### config.mk
export PLATFORM = sky130hd
export DESIGN_NAME = rrc_queue
export DESIGN_NICKNAME = d
export VERILOG_FILES = /design/src/hw/rtl/rrc_queue.sv
export SDC_FILE = /design/constraint.sdc
export NUM_CORES = 1
export LEC_CHECK = 0
export ABC_AREA = 1
export BUFFER_PORTS_ARGS = -buffer_cell sky130_fd_sc_hd__buf_2
export CORE_MARGIN = 4
export CORE_UTILIZATION = 25
export DETAILED_ROUTE_END_ITERATION = 10
export RECOVER_POWER = 25
export SETUP_SLACK_MARGIN = 0.3
export SYNTH_ARGS = -nofsm -noshare
export SYNTH_HDL_FRONTEND = slang
export SYNTH_SLANG_ARGS = --single-unit
### constraint.sdc
create_clock -name clk -period 1.6 [get_ports clk]
set_input_delay 0.24 -clock clk [delete_from_list [all_inputs] [get_ports clk]]
set_output_delay 0.24 -clock clk [all_outputs]
set_load 0.05 [all_outputs]
### src/hw/rtl/rrc_queue.sv
`timescale 1ns / 1ps
// ----------------------------------------------------------------------------
// rrc_queue: two-entry request queue
// Decouples the corner former from the rotation pipeline.
// ----------------------------------------------------------------------------
module rrc_queue #(
  parameter int DW = 8
) (
  input  logic          clk,
  input  logic          rst_n,
  input  logic          s_valid,
  output logic          s_ready,
  input  logic [DW-1:0] s_data,
  output logic          m_valid,
  input  logic          m_ready,
  output logic [DW-1:0] m_data
);
  logic [DW-1:0] mem_r [0:1];
  logic          wp_r, rp_r;
  logic [1:0]    cnt_r;
  logic          push, pop;

  assign s_ready = cnt_r != 2'd2;
  assign m_valid = cnt_r != 2'd0;
  assign m_data  = mem_r[rp_r];
  assign push = s_valid && s_ready;
  assign pop  = m_valid && m_ready;

  always_ff @(posedge clk) begin
    if (!rst_n) begin
      wp_r <= 1'b0;
      rp_r <= 1'b0;
      cnt_r <= 2'd0;
    end else begin
      if (push) wp_r <= ~wp_r;
      if (pop) rp_r <= ~rp_r;
      cnt_r <= cnt_r + {1'b0, push} - {1'b0, pop};
    end
    if (push) mem_r[wp_r] <= s_data;
  end
endmodule

# --- Yosys cells after proc, flatten, opt, wreduce, memory -nomap -nowiden ---
# Memories as Yosys holds them, arrays and structs flattened. A register that Yosys moved wholly into a read port is not among the register bits.
# Cells that the tools add are included.
totals:
  ff_bits: 4
  mem_bits_rw: 16
  inputBits: 12
  output_inout_bits: 10
  wordCells: 16
  mem_count: 1
memory_table:
  columns: ["name", "depth", "width", "read_ports", "rd_clocked_by_memory_dff", "write_ports", "line", "source"]
  rows:
  - ["mem_r", 2, 8, 1, 1, 1, "18", "logic [DW-1:0] mem_r [0:1];"]
op_classes:
  n_addsub: 2
  eq_ne: 1
  mux: 4
  bitwise: 2
  reduce_logical: 3
op_table:
  columns: ["operator", "n"]
  rows:
  - ["$mux 1", 4]
  - ["$add 2x1->2", 1]
  - ["$logic_and 1x1->1", 2]
  - ["$ne 2x2->1 const B", 1]
  - ["$not 1->1", 2]
  - ["$reduce_bool 2->1", 1]
  - ["$sub 2x1->2", 1]

# --- Longest topological paths before layout ---
depth:
  depth_word: 4
  mapped_depth: 11
  depth_no_buf: 11

# --- Least setup slack after synthesis ---
# Ideal clock, no wire load.
synth_timing:
  path_kind: "register -> register"
  startpoint: "reg cnt_r[0]"
  endpoint: "reg cnt_r[1]"
  setup_time_ns: 0.115
  arrival_time_ns: 1.523
  path_slack_ns: -0.038
  stages_incl_launch_ff: 11
  path_buffers: 0
  period_less_slack_ns: 1.638
  path_cell_list: "dfxtp_1 inv_1 nand2_2 nand2_1 ha_1 inv_1 ha_1 inv_1 nand2_1 a21oi_1 nor2_1"
synth_between:
  elab_chain_cells: 4
  elab_cells_between_ends: 6
  cone_classes: "2 x add/sub; 1 x eq/ne; 3 x reduce/logical"
synth_lines:
  columns: ["element", "line", "source"]
  rows:
  - ["from (decl)", "20", "logic [1:0] cnt_r;"]
  - ["from (signal assigned)", "37", "cnt_r <= cnt_r + {1'b0, push} - {1'b0, pop};"]
  - ["$ne 2x2->1", "23", "assign s_ready = cnt_r != 2'd2;"]
  - ["net s_ready", "12", "output logic s_ready,"]
  - ["$logic_and 1x1->1", "26", "assign push = s_valid && s_ready;"]
  - ["$add 2x1->2", "37", null]
  - ["$sub 2x1->2", "37", null]
# The timed path passes the listed nets, and every way through them passes these cells.
# A chain may end at the register's enable or synchronous reset.

==> reports/metrics.cfg <==
[logic_synthesis]
syn-cell-area_um2 = 872
yosysSeqAreaShare_pct = 66.6
synth_top_area_share_pct = 55.1
yosysUniqueCellTypes = 14
synth_warnings = 0
synth_fp_nets = 75
synth_top_area_cell = edfxtp_1
ys_ff_latch = 21
synthCells = 61
avgSynthCellArea_um2 = 14.3
ys_top_cells_by_area = edfxtp_1, mux2_4, dfxtp_1, inv_1, nand2_1

[finish]
final_cell_mix = edfxtp_1, buf_2, mux2_4, buf_6, nor2_1
final_core_util_pct = 38.1
num-fill-cells = 339
antenna_cells = 0
final_common_cell = edfxtp_1
multi_input_area_um2 = 324
syn2layout_area_growth_pct = 46.9
layout-drive-gt1-share_pct = 64.1
nets = 107
seq_area_um2 = 589

[placement]
dp_hpwl_um = 1130
place_congestion = 0.808
port_buffers = 21
dp_slack_ns = 0.148

[global_route]
gr-total-overflow = 0
grt_pass1_vias = 585
antenna_found_initial = 0
track_usage_pct = 7.58
grt_start_max_net_pins = 13
grt_pass1_wl_um = 2500

[routing]
vias_per_cell = 4.01
drt_iter0_drc = 16
routed_wl_um = 1610
firstDrtPassIters = 2
postRouteAntennaNets = 0
vias = 553
wl_per_cell_um = 11.7
drc = 0

[floorplanning]
ios = 22
coreArea_um2 = 3360
start_util_pct = 25.9
die_w_um = 67.1
rows = 21
dieHeight_um = 67.1
die-area_um2 = 4500

[power_and_ir_drop]
p_leak_uw = 0.000515
irDropWorstVdd_mv = 0.832
power.density_nw_per_um2 = 1810
total_power_uw = 2310

[sta]
finalSetupTns_ns = 0
grt_setup_unrepaired = true
finalWorstSetupSlack_ns = 0.0972
slew_headroom_pct = 87.1
finalCritPeriodShare_pct = 93.9
fin_crit_ns = 1.50
setup_viol = 0
fin_skew_ns = 0.00476
fmax_ghz = 0.665
tightest_slew_ns = 0.193
maxSlewViolCount = 0
hold_violations = 0

[job]
maxCapViolCount = 0

[clocking]
numClockSinks = 21
clockBufferDepth = 2
clk_latency_ns = 0.29
cts_hold_buf = 0
clock-root-buffer = clkbuf_4
cts_made_buffers = 3
path_clk_slew_ns = 0.11
cts_tree = built
cts_max_level = 1

[worst_setup_path]
r2r_cells = 10
arrival_ns = 1.26
cpMostUsedCell = buf_8
end_kind = output port
crit_chain = buf_8, mux2_4, buf_8
path_delay_family = flip-flops
cp.depth = 3
rr_startpoint = cnt_r[0]
critPathBufInv = 2
rrSetupSlack_ns = 0.21
startpoint_type = register
cp_slowest_cell = dfxtp_2
crit_type = reg -> out
crit_end = m_data[3]
critPathRequiredTime_ns = 1.36
critPathMaxStageDelay_ns = 0.35
cp_max_fo = 8
rr_endpoint = cnt_r[1]

[outcome]
status = finished, final reports clean

[hold_path]
min_path_cells = 1
hold_class = in -> reg
min-delay-start = s_data[5]

[state kept, by name (all words and copies together) (netlist names), named ones only]
register / flops
rp_r: 1
mem_r: 16
cnt_r: 2
wp_r: 1
[metal layers]
| metal | vias to the layer above | share of wire (%) | GRT usage, % |
|---|---|---|---|
| met5 | - | 0 | 0 |
| met4 | 0 | 0.87 | 2.28 |
| met3 | 2 | 6.6 | 4.05 |
| met2 | 19 | 53 | 12.4 |
| met1 | 259 | 40 | 8.44 |
| li1 | 273 | - | - |
[how the worst min path moves through the flow]
stage,slack [ns],endpoint
detailed placement,0.43,mem_r[1][6]
global placement,0.43,mem_r[1][7]
CTS,0.12,mem_r[1][6]
finish,0.13,mem_r[0][5]
floorplan,0.33,cnt_r[0]
global route,0.09,mem_r[1][6]
[per-stage QoR]
| stage | std cells | cell area (µm²) | hold WS [ns] |
|---|---|---|---|
| floorplan | 61 | 928 | 0.333 |
| global placement | 129 | 1090 | 0.431 |
| detailed placement | 129 | 1090 | 0.434 |
| CTS | 135 | 1220 | 0.115 |
| global route | 138 | 1280 | 0.0911 |
| finish | 138 | 1280 | 0.128 |
[final cells by class]
| cell class | instances | share of cell area, % |
|---|---|---|
| tap | 46 | 4.49 |
| timing repair buffer | 28 | 19.5 |
| sequential | 21 | 46.0 |
| inverter | 7 | 2.54 |
| multi-input combinational | 32 | 25.3 |
| clock inverter | 1 | 0.391 |
| clock buffer | 3 | 1.76 |
[power by group]
| group | switching [µW] | internal (µW) |
|---|---|---|
| registers | 83.0 | 716 |
| logic | 694 | 577 |
| clock network | 152 | 93.0 |
| total | 929 | 1390 |
[kinds of logic after synthesis]
| logic type | synth area share, % |
|---|---|
| flip-flops | 66.6 |
| AND/OR/NAND/NOR | 11.3 |
| buffers and inverters | 4.30 |
| multiplexers | 13.8 |
| AO/OA/AOI/OAI | 1.15 |
| adder cells (fa/ha/maj) | 2.87 |
[cells in the mapped netlist]
cell type  count
nor2_2         1
nand3_1        2
nand2_2        2
nor2_4         1
ha_1           2
mux2_4         8
buf_6          1
dfxtp_1        5
nand3_2        1
a21oi_1        2
edfxtp_1      16
nor2_1         6
nand2_1        7
inv_1          7
[repair_timing]
action                     in CTS  in global routing
hold endpoints to repair        0                  0
setup endpoints to repair      12                 19
pin swaps                       7                  1
resized for setup              26                 10
setup buffers                   2                  3
(Power assumes the default switching activity.)
