**src/hw/rtl/rrc_pkg.sv**
```systemverilog
`timescale 1ns / 1ps
// ----------------------------------------------------------------------------
// rrc_pkg: shared constants and the angle table for the rectangle corner rotator
// Holds the CORDIC angle table, the gain constant and the pivot corner select
// range that the front end, the back end and the bench use.
// ----------------------------------------------------------------------------
package rrc_pkg;

  localparam int GUARD_BITS = 16;
  localparam logic [29:0] GAIN_Q30 = 30'd652032874;
  localparam int GAIN_SHIFT = 30 + GUARD_BITS;

  localparam logic [2:0] PIVOT_CORNER_FIRST = 3'd1;
  localparam logic [2:0] PIVOT_CORNER_LAST  = 3'd4;

  // atan(2^-i) in units of 2^-32 turn
  function automatic logic [31:0] step_angle(input int idx);
    logic [31:0] tbl [0:31];
    tbl = '{32'd536870912, 32'd316933406, 32'd167458907, 32'd85004756,
            32'd42667331, 32'd21354465, 32'd10679838, 32'd5340245,
            32'd2670163, 32'd1335087, 32'd667544, 32'd333772, 32'd166886,
            32'd83443, 32'd41722, 32'd20861, 32'd10430, 32'd5215, 32'd2608,
            32'd1304, 32'd652, 32'd326, 32'd163, 32'd81, 32'd41, 32'd20,
            32'd10, 32'd5, 32'd3, 32'd1, 32'd1, 32'd0};
    return tbl[idx[4:0]];
  endfunction

endpackage

```
**src/hw/rtl/rrc_front.sv**
```systemverilog
`timescale 1ns / 1ps
// ----------------------------------------------------------------------------
// rrc_front: corner and pivot former
// Accepts one rectangle request, forms the four corners and the pivot at one
// fraction bit and pushes one corner request per cycle into the queue while it has room.
// ----------------------------------------------------------------------------
module rrc_front import rrc_pkg::*; #(
  parameter int CW = 24,
  parameter int AW = 16
) (
  input  logic                 clk,
  input  logic                 rst_n,
  input  logic                 in_valid,
  output logic                 in_ready,
  input  logic signed [CW-1:0] center_x,
  input  logic signed [CW-1:0] center_y,
  input  logic [CW-2:0]        width,
  input  logic [CW-2:0]        height,
  input  logic [2:0]           pivot_select,
  input  logic                 clockwise,
  input  logic [AW-1:0]        angle,
  output logic                 q_valid,
  input  logic                 q_ready,
  output logic [2*(CW+2)+2*(CW+2)+AW+2-1:0] q_data
);
  localparam int PW = CW + 2;

  logic                 busy_r;
  logic [1:0]           k_r;
  logic signed [PW-1:0] cx_r, cy_r, px_r, py_r;
  logic [CW-2:0]        w_r, h_r;
  logic [AW-1:0]        a_r;

  logic signed [PW-1:0] cx2, cy2, wx, hx, kx, ky, dx, dy, pxn, pyn;
  logic signed [PW-1:0] sx, sy;
  logic [1:0]           psel;
  logic                 pcorner;

  assign in_ready = !busy_r || (q_ready && k_r == 2'd3);

  always_comb begin
    cx2 = {{1{center_x[CW-1]}}, center_x, 1'b0};
    cy2 = {{1{center_y[CW-1]}}, center_y, 1'b0};
    wx  = PW'({1'b0, width});
    hx  = PW'({1'b0, height});
    pcorner = pivot_select >= PIVOT_CORNER_FIRST && pivot_select <= PIVOT_CORNER_LAST;
    psel = 2'(pivot_select - PIVOT_CORNER_FIRST);
    sx = (psel == 2'd1 || psel == 2'd2) ? wx : -wx;
    sy = psel[1] ? hx : -hx;
    pxn = pcorner ? cx2 + sx : cx2;
    pyn = pcorner ? cy2 + sy : cy2;
    kx = cx_r + ((k_r == 2'd1 || k_r == 2'd2) ? PW'({1'b0, w_r}) : -PW'({1'b0, w_r}));
    ky = cy_r + (k_r[1] ? PW'({1'b0, h_r}) : -PW'({1'b0, h_r}));
    dx = kx - px_r;
    dy = py_r - ky;
  end

  assign q_valid = busy_r;
  assign q_data  = {k_r, a_r, py_r, px_r, dy, dx};

  always_ff @(posedge clk) begin
    if (!rst_n) begin
      busy_r <= 1'b0;
      k_r    <= 2'd0;
    end else begin
      if (busy_r && q_ready) begin
        k_r <= k_r + 2'd1;
        if (k_r == 2'd3) busy_r <= 1'b0;
      end
      if (in_valid && in_ready) begin
        busy_r <= 1'b1;
        k_r    <= 2'd0;
      end
    end
    if (in_valid && in_ready) begin
      cx_r <= cx2;
      cy_r <= cy2;
      w_r  <= width;
      h_r  <= height;
      px_r <= pxn;
      py_r <= pyn;
      a_r  <= clockwise ? AW'(~angle + 1'b1) : angle;
    end
  end
endmodule

```
**config.mk**
```make
export PLATFORM = sky130hd
export DESIGN_NAME = rrc_front
export DESIGN_NICKNAME = d
export VERILOG_FILES = /design/src/hw/rtl/rrc_pkg.sv /design/src/hw/rtl/rrc_front.sv
export SDC_FILE = /design/constraint.sdc
export NUM_CORES = 1
export LEC_CHECK = 0
export BUFFER_PORTS_ARGS = -buffer_cell sky130_fd_sc_hd__buf_2
export CAP_MARGIN = 20
export CORE_MARGIN = 8
export CORE_UTILIZATION = 29
export DETAILED_ROUTE_END_ITERATION = 8
export PLACE_DENSITY_LB_ADDON = 0.3
export SYNTH_ARGS = -nofsm -noshare
export SYNTH_HDL_FRONTEND = slang
export SYNTH_SLANG_ARGS = --single-unit
```
**constraint.sdc**
```tcl
create_clock -name clk -period 4.99 [get_ports clk]
set_input_delay 0 -clock clk [delete_from_list [all_inputs] [get_ports clk]]
set_output_delay 0 -clock clk [all_outputs]
set_load 0.02 [all_outputs]
```
# ---- Yosys cells after proc, flatten, opt, wreduce, memory -nomap -nowiden
# Index checks and enable logic that the tools add are counted.
dict set report classes {
  n_addsub 13
  mux 10
  div_mod_pow 0
  n_mul 0
  n_reduce_logical 12
  bitwise 2
  n_eq_ne 5
  order_cmp 2
  shift 0
}
# operator count
set op_table {}
lappend op_table {{$mux 26} 6}
lappend op_table {{$neg 23->26} 4}
lappend op_table {{$add 25x26->26} 2}
lappend op_table {{$add 26x26->26} 2}
lappend op_table {{$sub 26x26->26} 2}
lappend op_table {{$add 16x1->16 const B} 1}
lappend op_table {{$mux 16} 1}
lappend op_table {{$not 16->16} 1}
lappend op_table {{$eq 2x2->1 const B} 3}
lappend op_table {{$eq 2x1->1 const B} 2}
lappend op_table {{$logic_and 1x1->1} 4}
lappend op_table {{$reduce_bool 2->1} 2}
lappend op_table {{$ge 3x1->1 const B} 1}
lappend op_table {{$le 3x3->1 const B} 1}
lappend op_table {{$logic_or 1x1->1} 3}
lappend op_table {{$mux 1} 3}
lappend op_table {{$add 2x1->2 const B} 1}
lappend op_table {{$reduce_and 2->1} 1}
lappend op_table {{$reduce_or 2->1} 1}
lappend op_table {{$sub 2x1->2 const B} 1}
lappend op_table {{$logic_not 1->1} 1}
lappend op_table {{$not 1->1} 1}
dict set report totals {
  inputBits 118
  register_bits 165
  elab_cells 55
  romBits 0
  memories 0
  latch_bits 0
  ram_bits 0
}

# ---- Longest topological paths before layout
dict set report depth {
  word_depth 6
  mapped_depth 21
  depth_no_buf 21
}

# ---- Worst setup path after synthesis
# No wires, ideal clock.
dict set report synth_timing {
  kind {register to register}
  startpoint {register k_r[0]}
  endpoint {register k_r[0]}
  path_slack_ps -210
  arrival_time_ps 5081
  setup_ps 119
  path_buffers 0
  path_stages_with_launch 7
  path_cell_list {dfxtp_1 -> ha_1 -> nand2_1 -> nand2_1 -> and2_1 -> nand2b_1 -> nor2_1}
}
dict set report synth_via {
  elab_chain_cells 5
}
# item line
set synth_rtl {}
lappend synth_rtl {{from (decl)} rrc_front.sv:29} ;# logic [1:0] k_r;
lappend synth_rtl {{from (signal assigned)} rrc_front.sv:67} ;# k_r <= k_r + 2'd1;
lappend synth_rtl {{$eq 2x2->1} rrc_front.sv:39} ;# assign in_ready = !busy_r || (q_ready && k_r == 2'd3);
lappend synth_rtl {{$logic_and 1x1->1} rrc_front.sv:39}
lappend synth_rtl {{$logic_or 1x1->1} rrc_front.sv:39}
lappend synth_rtl {{net in_ready} rrc_front.sv:14} ;# output logic in_ready,
lappend synth_rtl {{$logic_and 1x1->1} rrc_front.sv:70} ;# if (in_valid && in_ready) begin
lappend synth_rtl {{$reduce_or 2->1 (no source line)} n/a}
# The timed path passes the listed nets, and every way through them passes these cells.
# A chain may end at the register's enable or synchronous reset.

# ---- Worst setup path in the final report
dict set report layout_timing {
  startpoint {register w_r[6]}
  endpoint {output q_data[25]}
}
dict set report layout_via {
  elab_chain_cells 4
}
# item line
set layout_rtl {}
lappend layout_rtl {{from (decl)} rrc_front.sv:31} ;# logic [CW-2:0] w_r, h_r;
lappend layout_rtl {{from (signal assigned)} rrc_front.sv:78} ;# w_r <= width;
lappend layout_rtl {{$neg 23->26} rrc_front.sv:52} ;# kx = cx_r + ((k_r == 2'd1 || k_r == 2'd2) ? PW'({1'b0, w_r}) : -PW'({1'b0, w_r}));
lappend layout_rtl {{$mux 26 *} rrc_front.sv:52}
lappend layout_rtl {{$add 26x26->26 *} rrc_front.sv:52}
lappend layout_rtl {{$sub 26x26->26 *} rrc_front.sv:54} ;# dx = kx - px_r;
lappend layout_rtl {{to (decl)} rrc_front.sv:24} ;# output logic [2*(CW+2)+2*(CW+2)+AW+2-1:0] q_data
# Every way passes the cells marked *; elsewhere a longest branch is shown, timed or not.

==> flow_results.xml <==
<?xml version="1.0" encoding="UTF-8"?>
<metrics>
  <group name="status">
    <metric name="outcome" unit="">completed</metric>
  </group>
  <group name="synthesis">
    <metric name="syn-mean-instance-area" unit="um^2">9.55</metric>
    <metric name="synth.lib_cells_used.distinct" unit="">69</metric>
    <metric name="syn_inst" unit="">1445</metric>
    <metric name="ys_seq_elements" unit="">165</metric>
    <metric name="edff_count_synth" unit="">162</metric>
    <metric name="share_of_the_yosys_chip_area_belonging_to_registers" unit="%">35.7</metric>
    <metric name="synth-main-ff-cell" unit="">edfxtp_1</metric>
    <metric name="asyncSetResetFlopFracSynth" unit="%">0</metric>
    <metric name="nets_in_the_synthesized_netlist" unit="">1721</metric>
    <metric name="synth.cell_area" unit="mm^2">0.0138</metric>
    <metric name="synthesis.yosys.warnings" unit="">0</metric>
  </group>
  <group name="floorplanning">
    <metric name="i_o_pin_count" unit="">242</metric>
    <metric name="dieArea" unit="mm^2">0.0548</metric>
    <metric name="die_y" unit="um">234</metric>
    <metric name="core_region_area" unit="mm^2">0.0473</metric>
    <metric name="placement_rows" unit="">80</metric>
    <metric name="die_width" unit="um">234</metric>
    <metric name="initial_utilization" unit="%">29.2</metric>
  </group>
  <group name="routing">
    <metric name="firstDrtPassIters" unit="">5</metric>
    <metric name="route.detailed.vias_per_inst" unit="">4.77</metric>
    <metric name="remaining_design_rule_violation_count" unit="">0</metric>
    <metric name="routed_wire_length_per_instance" unit="um">16.2</metric>
    <metric name="routed-via-count" unit="">11700</metric>
    <metric name="ant_nets" unit="">0</metric>
    <metric name="drt_iter0_markers" unit="">620</metric>
    <metric name="final_routed_wirelength" unit="mm">39.8</metric>
  </group>
  <group name="run">
    <metric name="max_cap_violations" unit="">0</metric>
  </group>
  <group name="global_route">
    <metric name="grt_pass1_wl" unit="mm">62.6</metric>
    <metric name="grt.met3_usage" unit="%">3.88</metric>
    <metric name="grt.busiest_layer" unit="">met2</metric>
    <metric name="met2_usage" unit="%">23.7</metric>
    <metric name="grt_max_degree" unit="">105</metric>
    <metric name="globalRouteTotalUtil" unit="%">14.6</metric>
    <metric name="grt_antenna_before_repair" unit="">0</metric>
    <metric name="grt_use_met1" unit="%">18.7</metric>
    <metric name="global_route.overflow_total" unit="">0</metric>
    <metric name="first_global_vias" unit="">11700</metric>
  </group>
  <group name="finish">
    <metric name="most-common-layout-cells" unit="">239 x buf_2, 177 x inv_1, 162 x edfxtp_1, 126 x xnor2_1, 124 x dlygate4sd3_1</metric>
    <metric name="num-nets-final" unit="">2107</metric>
    <metric name="area_added_between_synthesis_and_finish" unit="%">29.9</metric>
    <metric name="final_common_cell" unit="">buf_2</metric>
    <metric name="n_antenna_cell" unit="">0</metric>
    <metric name="drive_gt1_share" unit="%">18.9</metric>
    <metric name="final_cell_count_no_fill" unit="">2459</metric>
    <metric name="final_core_utilization" unit="%">37.9</metric>
  </group>
  <group name="critical_path">
    <metric name="required" unit="ns">4.99</metric>
    <metric name="cp_data_arrival_time" unit="ns">4.72</metric>
    <metric name="largest_fanout_on_the_critical_path" unit="">4</metric>
    <metric name="worst-setup-path-type" unit="">reg -&gt; out</metric>
    <metric name="setup.worst_path.end_class" unit="">output pin</metric>
    <metric name="startpoint_type" unit="">flop</metric>
  </group>
  <group name="clock_tree">
    <metric name="clk_pin_slew" unit="ns">0.07</metric>
    <metric name="clock_tree_from_tritoncts" unit="">yes</metric>
    <metric name="cts_root_buffer" unit="">clkbuf_16</metric>
    <metric name="cts-htree-levels" unit="">4</metric>
    <metric name="cts-buffers-inserted" unit="">17</metric>
    <metric name="maximum_count_of_clock_buffers_along_a_single_path" unit="">2</metric>
    <metric name="clk-insertion-delay-late" unit="ns">0.48</metric>
    <metric name="cts_sink_cnt" unit="">165</metric>
  </group>
  <group name="power_and_ir_drop">
    <metric name="vdd_ir_drop_max" unit="V">0.000231</metric>
    <metric name="power_density" unit="mW/mm^2">361</metric>
    <metric name="power.leakage" unit="nW">7.72</metric>
  </group>
  <group name="sta">
    <metric name="timing.final.crit_share" unit="%">94.5</metric>
    <metric name="period_needed" unit="ns">4.72</metric>
    <metric name="rsz0062_at_grt" unit="">yes</metric>
    <metric name="report.final.setup_viol" unit="">0</metric>
    <metric name="worst_clock_skew" unit="ns">0.0126</metric>
    <metric name="maxClockFrequency" unit="MHz">212</metric>
    <metric name="count_of_final_hold_check_violations" unit="">0</metric>
    <metric name="fin_tns_setup" unit="ns">0</metric>
    <metric name="worst_tran_pin_value" unit="ns">0.940</metric>
    <metric name="max-slew-margin-rel" unit="%">37.4</metric>
    <metric name="slew_violations" unit="">0</metric>
  </group>
  <group name="hold_path">
    <metric name="worst_hold_path_type" unit="">in -&gt; reg</metric>
  </group>
  <group name="placed_design">
    <metric name="placed_cells_incl_taps" unit="">2296</metric>
    <metric name="dp.final_hpwl" unit="mm">31.5</metric>
    <metric name="port_buffers" unit="">241</metric>
    <metric name="globalplace.congestion" unit="">0.849</metric>
  </group>
</metrics>
[report_power, final]
group	leakage, nW	switching (mW)	internal (mW)
sequential	1.57	0.0732	1.67
clock	0.269	0.613	0.700
combinational	5.88	2.04	1.38
[critical path, stage by stage, from the launching register on]
cell,delay [ns]
edfxtp_1,0.43
or4_1,0.60
nor3_2,0.18
nor2_1,0.06
xnor2_1,0.14
fa_1,0.49
inv_1,0.04
ha_1,0.35
a21oi_2,0.19
inv_1,0.07
or3_1,0.35
o211ai_1,0.33
nand4b_1,0.24
a31oi_4,0.28
o31ai_1,0.12
xnor2_1,0.19
buf_4,0.17
[cell families after synthesis]
family / count (synthesis) / share of synthesized area (%)
xor gates and xnor gates: 185 / 11.7
adders and majority gates: 158 / 17.1
muxes: 10 / 0.789
AOI/OAI and AO/OA: 356 / 16.1
DFF: 165 / 35.7
and+or+nand+nor: 366 / 13.0
buffers and inverters: 205 / 5.58
[cell type report]
type	instances	area, um^2
Clock buffer	18	439
Clock inverter	14	128
Fill cell	4769	29400
Inverter	180	676
Multi-Input combinational cell	1075	8310
Sequential cell	165	4920
Tap cell	615	769
Timing Repair Buffer	392	2680
[Yosys cell counts, types with 4 or more instances]
cell | count | area share [%]
nand2b_1 | 17 | 0.77
nor3_1 | 27 | 0.98
nand2_1 | 125 | 3.4
and3_1 | 10 | 0.45
xnor2_1 | 127 | 8.1
o21ai_1 | 68 | 2.5
mux2_1 | 4 | 0.33
o41ai_1 | 7 | 0.44
a211oi_1 | 10 | 0.54
or3_1 | 10 | 0.45
edfxtp_1 | 162 | 35
or4_1 | 12 | 0.65
o31ai_1 | 28 | 1.5
a21oi_1 | 102 | 3.7
a2111oi_0 | 5 | 0.32
nor2_1 | 87 | 2.4
a21o_1 | 44 | 2.4
o21ai_0 | 32 | 1.2
nand3_1 | 14 | 0.51
nor3b_1 | 8 | 0.44
o211ai_1 | 4 | 0.22
nor2b_1 | 16 | 0.73
nor4_1 | 11 | 0.50
nand4_1 | 4 | 0.18
fa_1 | 51 | 7.4
a31oi_1 | 10 | 0.45
inv_1 | 177 | 4.8
and2_1 | 4 | 0.18
o21a_1 | 10 | 0.54
a21boi_1 | 5 | 0.27
clkbuf_1 | 22 | 0.60
nand3b_1 | 4 | 0.22
xor2_1 | 58 | 3.7
ha_1 | 107 | 9.7
[layer usage]
layer | vias to the layer above | wire length [um]
li1 | 5869 | -
met1 | 5521 | 17900
met2 | 304 | 18700
met3 | 36 | 2560
met4 | 0 | 654
met5 | - | 0
[sequential cells by signal, summed over array words and instances, names as in the netlist]
register,flops
w_r,23
cx_r,24
cy_r,24
q_valid,1
px_r,26
a_r,16
k_r,2
py_r,26
h_r,23
[worst paths after layout]
path | startpoint | to | slack (ns) | cells after the start
max | w_r[6] | q_data[25] | 0.27 | 16
min | in_valid | cx_r[1] | 0.05 | 2
max reg2reg | k_r[0] | a_r[7] | 2.75 | 5
min reg2reg | q_valid | k_r[1] | 0.55 | 2
[what timing repair did]
item,CTS,global route
endpoints found under the hold margin,165,0
resized for setup,11,33
pin swaps,0,9
hold buffers,124,0
setup endpoints to repair,3,14
setup buffers,0,7
[stage by stage]
stage / hold WS (ns) / setup WS [ns] / area [um^2] / power [mW]
CTS: 0.0112 / 0.0167 / 17700 / 6.48
floorplan: 0.0989 / 1.00 / 13800 / 4.09
global placement: 0.192 / 0.521 / 15900 / 5.01
global route: 0.0318 / -0.0543 / 17900 / 6.94
finish: 0.0460 / 0.274 / 17900 / 6.48
detailed placement: 0.199 / 0.379 / 15900 / 5.04
No activity file was read; power rests on OpenSTA's default activity.
